**src/rtl/splice_site_region_classifier_unit_defines.svh**
```systemverilog
// ----------------------------------------------------------------------------
// Splice-site region classifier: assertion macros
// Concurrent check wrappers; they expand to nothing when SYNTHESIS is set.
// ----------------------------------------------------------------------------
`ifndef SPLICE_SITE_REGION_CLASSIFIER_UNIT_DEFINES_SVH
`define SPLICE_SITE_REGION_CLASSIFIER_UNIT_DEFINES_SVH

`ifndef SYNTHESIS
// Same-cycle implication, disabled during reset
`define SSRC_ASSERT_IMP(label, clk, rstn, ante, cons) \
  label: assert property (@(posedge clk) disable iff (!rstn) (ante) |-> (cons)) \
    else $error("ssrc assertion failed");
// Next-cycle implication, disabled during reset
`define SSRC_ASSERT_NXT(label, clk, rstn, ante, cons) \
  label: assert property (@(posedge clk) disable iff (!rstn) (ante) |=> (cons)) \
    else $error("ssrc assertion failed");
`else
`define SSRC_ASSERT_IMP(label, clk, rstn, ante, cons)
`define SSRC_ASSERT_NXT(label, clk, rstn, ante, cons)
`endif

`endif

```
**src/rtl/ssrc_pkg.sv**
```systemverilog
// ----------------------------------------------------------------------------
// Splice-site region classifier: package
// Shared constants, codes and the token that walks the cell chain.
// ----------------------------------------------------------------------------
`default_nettype none

package ssrc_pkg;

  // Sizing
  localparam int SSRC_MAX_EXONS_DEF = 64;
  localparam int POS_W              = 31;
  localparam int CNT_W              = 7;
  localparam int SLOT_W             = 6;
  localparam int KIND_W             = 2;

  // Input item mode codes
  localparam logic MODE_LOAD  = 1'b0;
  localparam logic MODE_QUERY = 1'b1;

  // Region kind codes
  localparam logic [KIND_W-1:0] KIND_NONE   = 2'd0;
  localparam logic [KIND_W-1:0] KIND_EXON   = 2'd1;
  localparam logic [KIND_W-1:0] KIND_INTRON = 2'd2;

  // Configuration register indexes
  localparam logic CFG_STRAND = 1'b0;
  localparam logic CFG_COUNT  = 1'b1;

  // Query token: position, context and the first exon / intron hits so far
  typedef struct packed {
    logic [POS_W-1:0] pos;
    logic [CNT_W-1:0] n;
    logic             fwd;
    logic             ex_hit;
    logic [CNT_W-1:0] ex_num;
    logic             ex_acc;
    logic             ex_don;
    logic             it_hit;
    logic [CNT_W-1:0] it_num;
    logic             it_acc;
    logic             it_don;
  } tok_t;

endpackage

`default_nettype wire

```
**src/rtl/ssrc_cell.sv**
```systemverilog
// ----------------------------------------------------------------------------
// Splice-site region classifier: chain cell
// Holds one exon slot, checks the passing token against exon IDX and intron
// IDX, and hands the updated token to the next cell.
// ----------------------------------------------------------------------------
`default_nettype none

module ssrc_cell
  import ssrc_pkg::*;
#(
  parameter int IDX = 0
) (
  input  wire logic              clk,
  input  wire logic              rst_n,
  // slot load
  input  wire logic              load_en,
  input  wire logic [SLOT_W-1:0] load_index,
  input  wire logic [POS_W-1:0]  load_start,
  input  wire logic [POS_W-1:0]  load_end,
  // neighbor slot start (start of exon IDX+1)
  input  wire logic [POS_W-1:0]  next_start,
  output      logic [POS_W-1:0]  start_q,
  // token chain
  input  wire logic              adv,
  input  wire logic              vld_in,
  input  wire tok_t              tok_in,
  output      logic              vld_q,
  output      tok_t              tok_q
);

  logic [POS_W-1:0] start_r, end_r;
  logic             vld_r;
  tok_t             tok_r, tok_nxt;

  logic [31:0] idx_w, n_w, p_w, s_w, e_w, ns_w;
  logic        first, last, exon_ok, intron_ok, ex_in, it_in;
  logic        near_start, near_end;

  // Slot storage; unwritten slots hold whatever they power up with
  always_ff @(posedge clk) begin
    if (load_en && ({26'd0, load_index} == 32'(IDX))) begin
      start_r <= load_start;
      end_r   <= load_end;
    end
  end

  // Match logic for exon IDX and intron IDX
  always_comb begin
    idx_w      = 32'(IDX);
    n_w        = {25'd0, tok_in.n};
    p_w        = {1'b0, tok_in.pos};
    s_w        = {1'b0, start_r};
    e_w        = {1'b0, end_r};
    ns_w       = {1'b0, next_start};
    first      = (idx_w == 32'd0);
    last       = ((idx_w + 32'd1) == n_w);
    exon_ok    = (idx_w < n_w);
    intron_ok  = ((idx_w + 32'd1) < n_w);
    ex_in      = exon_ok && (s_w <= p_w) && (p_w < e_w);
    it_in      = intron_ok && (e_w <= p_w) && (p_w < ns_w);
    near_start = (p_w == e_w) || (p_w == e_w + 32'd1);
    near_end   = (p_w + 32'd1 == ns_w) || (p_w + 32'd2 == ns_w);

    tok_nxt = tok_in;
    if (!tok_in.ex_hit && ex_in) begin
      tok_nxt.ex_hit = 1'b1;
      if (tok_in.fwd) begin
        tok_nxt.ex_num = CNT_W'(idx_w + 32'd1);
        tok_nxt.ex_acc = !first && (p_w == s_w);
        tok_nxt.ex_don = !last && ((p_w + 32'd1 == e_w) || (p_w + 32'd2 == e_w) ||
                                   (p_w + 32'd3 == e_w));
      end else begin
        tok_nxt.ex_num = CNT_W'(n_w - idx_w);
        tok_nxt.ex_acc = !last && (p_w + 32'd1 == e_w);
        tok_nxt.ex_don = !first && ((p_w == s_w) || (p_w == s_w + 32'd1) ||
                                    (p_w == s_w + 32'd2));
      end
    end
    if (!tok_in.it_hit && it_in) begin
      tok_nxt.it_hit = 1'b1;
      if (tok_in.fwd) begin
        tok_nxt.it_num = CNT_W'(idx_w + 32'd1);
        tok_nxt.it_acc = near_end;
        tok_nxt.it_don = near_start;
      end else begin
        tok_nxt.it_num = CNT_W'(n_w - 32'd1 - idx_w);
        tok_nxt.it_acc = near_start;
        tok_nxt.it_don = near_end;
      end
    end
  end

  // Token stage
  always_ff @(posedge clk) begin
    if (!rst_n) begin
      vld_r <= 1'b0;
    end else if (adv) begin
      vld_r <= vld_in;
    end
  end

  always_ff @(posedge clk) begin
    if (adv) begin
      tok_r <= tok_nxt;
    end
  end

  assign start_q = start_r;
  assign vld_q   = vld_r;
  assign tok_q   = tok_r;

endmodule

`default_nettype wire

```
**config.mk**
```make
export PLATFORM = sky130hd
export DESIGN_NAME = ssrc_cell
export DESIGN_NICKNAME = d
export VERILOG_FILES = /design/src/rtl/splice_site_region_classifier_unit_defines.svh /design/src/rtl/ssrc_pkg.sv /design/src/rtl/ssrc_cell.sv
export SDC_FILE = /design/constraint.sdc
export NUM_CORES = 1
export LEC_CHECK = 0
export ABC_AREA = 1
export BUFFER_PORTS_ARGS = -buffer_cell sky130_fd_sc_hd__clkbuf_2
export CAP_MARGIN = 20
export CORE_ASPECT_RATIO = 0.7
export CORE_UTILIZATION = 30
export CTS_CLUSTER_DIAMETER = 30
export CTS_CLUSTER_SIZE = 14
export DETAILED_ROUTE_END_ITERATION = 7
export HOLD_SLACK_MARGIN = 0.1
export SLEW_MARGIN = 15
export SYNTH_ARGS = -nofsm -noshare
export SYNTH_HDL_FRONTEND = slang
export SYNTH_SLANG_ARGS = --single-unit
```
**constraint.sdc**
```tcl
create_clock -name clk -period 3.4 [get_ports clk]
set_input_delay 0.51 -clock clk [delete_from_list [all_inputs] [get_ports clk]]
set_output_delay 0.51 -clock clk [all_outputs]
set_load 0.01 [all_outputs]
```
==> metrics.md <==
| Metric | Value |
|---|---|
| Post CTS Setup Buffer Count | 0 |
| Power, Total | between 4 and 5 mW |
| Clock Power Share | 0.381 |
| Fin crit period | 2960 ps |
| Syn Nets | around 2.0k |
| WP data arrival | between 3000 and 4000 ps |
| Distinct cell type count of the synthesized netlist | 44 |
| CP max stage delay | ~370 ps |
| Synth Warn # | 0 |
| TritonCTS Buffers | 17 |
| Sequential area share after synthesis | 0.302 |
| Post-synthesis register bit count | 122 |
| PD cells | 299 mW/mm^2 |
| Cells after Synth | about 1.7k |
| Cell family with most CP delay | simple AND/OR/NAND/NOR gates |
| Initial antenna violation count | 0 |
| CP endpoint kind | flip-flop |
| Synth top area share | 0.301 |
| Gr ovfl total | 0 |
| Clk_skew | 8.53 ps |
| CTS tree | done |
| Fin cells | around 2.6k |
| Layout cell share with drive strength beyond 1 | 0.215 |
| Synthesis-to-layout area growth | 23.9% |
| Post-DP HPWL | 46100 um |
| Worst slew pin tran | 876 ps |
| Initial detailed-routing violation count | about 1.3k |
| GRT Util Overall | 0.260 |
| DRC viols | 0 |
| CP Buf/Inv Count | 2 |
| Status | complete, no violations |
| Post_cts resized | 0 |
| Clock Path Buffers | 2 |
| Initial Util | 0.304 |
| Reg2reg start | end_r[30] |
| Placer congestion estimate | 1.02 |
| Seq pwr share | 0.389 |
| Row count | 61 |
| First-pass GRT wire length | between 70000 and 80000 um |
| Largest net degree at the start of global routing | 63 |
| Worst-skew pair later-pin latency | 470 ps |
| Crit path launch type | primary input |
| Number of global-route vias before repair | 11.6k |
| Critical path class | in2reg |
| Startpoint of the worst hold path | load_end[2] |
| Most used cell, CP | nand2_1 |
| Worst Path Max Fanout | 9 |
| Syn Area/Cell | 7.15 um^2 |
| Net Switching | between 1 and 1.5 mW |
| Max_cap viols | 0 |
| Via density | 4.96 |
| Largest cells by area after synthesis | edfxtp_1 (30%), nand2_1 (16%), ha_1 (10%), nand3_1 (7.0%), xor2_1 (6.2%) |
| Die H | 170 um |
| H-tree levels | 4 |
| Port Buffers | 253 |
| Leading area contributor after synthesis | edfxtp_1 |
| Fmax | 337 MHz |
| Switching share of total power | 0.323 |
| CTS Hold Bufs | 0 |
| Required @ worst endpoint | 3740 ps |
| Maximum vdd drop | between 0.3 and 0.4 mV |
| Worst setup path startpoint | tok_in[28] |
| Root buf cell | clkbuf_16 |
| Power Internal | 3.04 mW |
| Total Wirelength | about 53000 um |
| Post-layout nets | 2267 |
| Dpl cells | 2519 |
| Crit-path cells | clkbuf_2 > ha_1 > inv_1 > nor2_4 > nand2_4 > nor2_4 > xnor2_1 > nand3_1 > nor2_1 > nand2_1 > nor2_1 > nand3_1 > nand2_1 > nand2_1 > nand2_1 > nand2_1 > nand2_1 |
| Leak pwr | 7.29 nW |
| RSZ-0062 raised after global routing | false |
| Final setup fails | 0 |
| Ys async rst share | 0 |
| Final slew viol count | 0 |
| Ports | ~250 |
| Die area | roughly 0.04 mm^2 |
| CP max stage cell | ha_1 |
| Post-synth EDFFs | 121 |
| Worst Hold Class | in2reg |
| Mapped cell area | 0.0121 mm^2 |
| DR vias | 12.7k |
| Pre-CTS setup slack | a little under 50 ps |
| Drt first pass iters | 6 |
| Chip Width | 242 um |
| Slew HR | 0.416 |
| Final ANT Viol Nets | 0 |
| Worst Hold Slack | 212 ps |
| Period Utilization, post-route | 0.872 |
| Comb power frac | 0.230 |
| Clock net sink count | 122 |
| CTS clock-pin slew for the worst setup and hold paths | 60 ps |
| Core Region | 0.0397 mm^2 |
| Top_reg_cell synth | edfxtp_1 |
| Routed WL per cell | between 20 and 25 um |
| Post-route setup slack | 435 ps |
| Final hold violations | 0 |
[placed cells by master (no fill, tap or decap), drive strengths merged, types with 41 or more instances in the layout]
| master | n |
|---|---|
| ha | 101 |
| buf | 74 |
| edfxtp | 121 |
| a21oi | 53 |
| inv | 169 |
| clkbuf | 270 |
| o21ai | 41 |
| nor2 | 232 |
| nand2 | 550 |
| xor2 | 86 |
| nand3 | 174 |
[path summary, 6_finish.rpt]
| path | to | slack (ps) | cells after the start |
|---|---|---|---|
| max | tok_q[0] | 440 | 17 |
| min | end_r[2] | 210 | 1 |
| max reg2reg | tok_q[14] | 530 | 12 |
| min reg2reg | vld_q | 550 | 2 |
[synthesized netlist by cell type (6+ instances only)]
cell type and number:
a21oi_1 53, nand4_1 30, xor2_1 86, nor2_4 17, nor3_1 14, clkbuf_1 7, xnor3_1 6, o21ai_0 40
nor2_1 196, nor4_1 8, nand2_2 17, or2_2 7, nand2_1 528, inv_2 6, a211oi_1 6, xnor2_1 31
edfxtp_1 121, nand3_1 170, nor2_2 14, inv_1 158, buf_2 21, ha_1 101
[per-stage QoR]
stage | util | TNS (ps) | area (um^2)
CTS | 0.377 | 0 | 15000
global route | 0.377 | 0 | 15000
detailed placement | 0.364 | 0 | 14400
finish | 0.377 | 0 | 15000
global placement | 0.364 | -1.49 | 14400
floorplan | - | 0 | 12100
[flip-flops by register name, indices dropped and copies added, names as in the netlist]
| signal | count |
|---|---|
| vld_q | 1 |
| start_q | 31 |
| tok_q | 59 |
| end_r | 31 |
[kinds of logic (layout without fill, tap and decap cells)]
| kind of cell | count (synthesis) | after routing | synth area share |
|---|---|---|---|
| compound gates | 116 | 116 | 0.0523 |
| xor+xnor | 123 | 123 | 0.0960 |
| other cells | 0 | 1 | 0 |
| fa+ha+maj | 101 | 101 | 0.105 |
| flops | 122 | 122 | 0.302 |
| buf+inv | 200 | 526 | 0.0653 |
| simple gates | 1027 | 1027 | 0.379 |
[metal layers]
layer | share of wire | track usage
met1 | 0.51 | 0.406
met2 | 0.37 | 0.339
met3 | 0.10 | 0.0777
met4 | 0.013 | 0.0537
met5 | 0 | 0
[area by class of cell]
cell class | count | area (um^2)
fill | 4310 | 24700
multi-input combinational | 1367 | 7640
sequential | 122 | 3650
timing repair buffer | 327 | 1830
tap | 535 | 669
inverter | 168 | 631
clock buffer | 17 | 425
clock inverter | 14 | 115
antenna | 1 | 2.50
[power by group through the flow]
stage	clock, mW	sequential [mW]	combinational [mW]
5_1_grt	1.82	1.75	1.13
2_1_floorplan	0	1.81	0.519
4_1_cts	1.76	1.75	1.01
6_report	1.71	1.75	1.03
3_5_place_dp	0	1.78	1.01
3_3_place_gp	0	1.78	1.00
No activity file was read; power rests on OpenSTA's default activity.
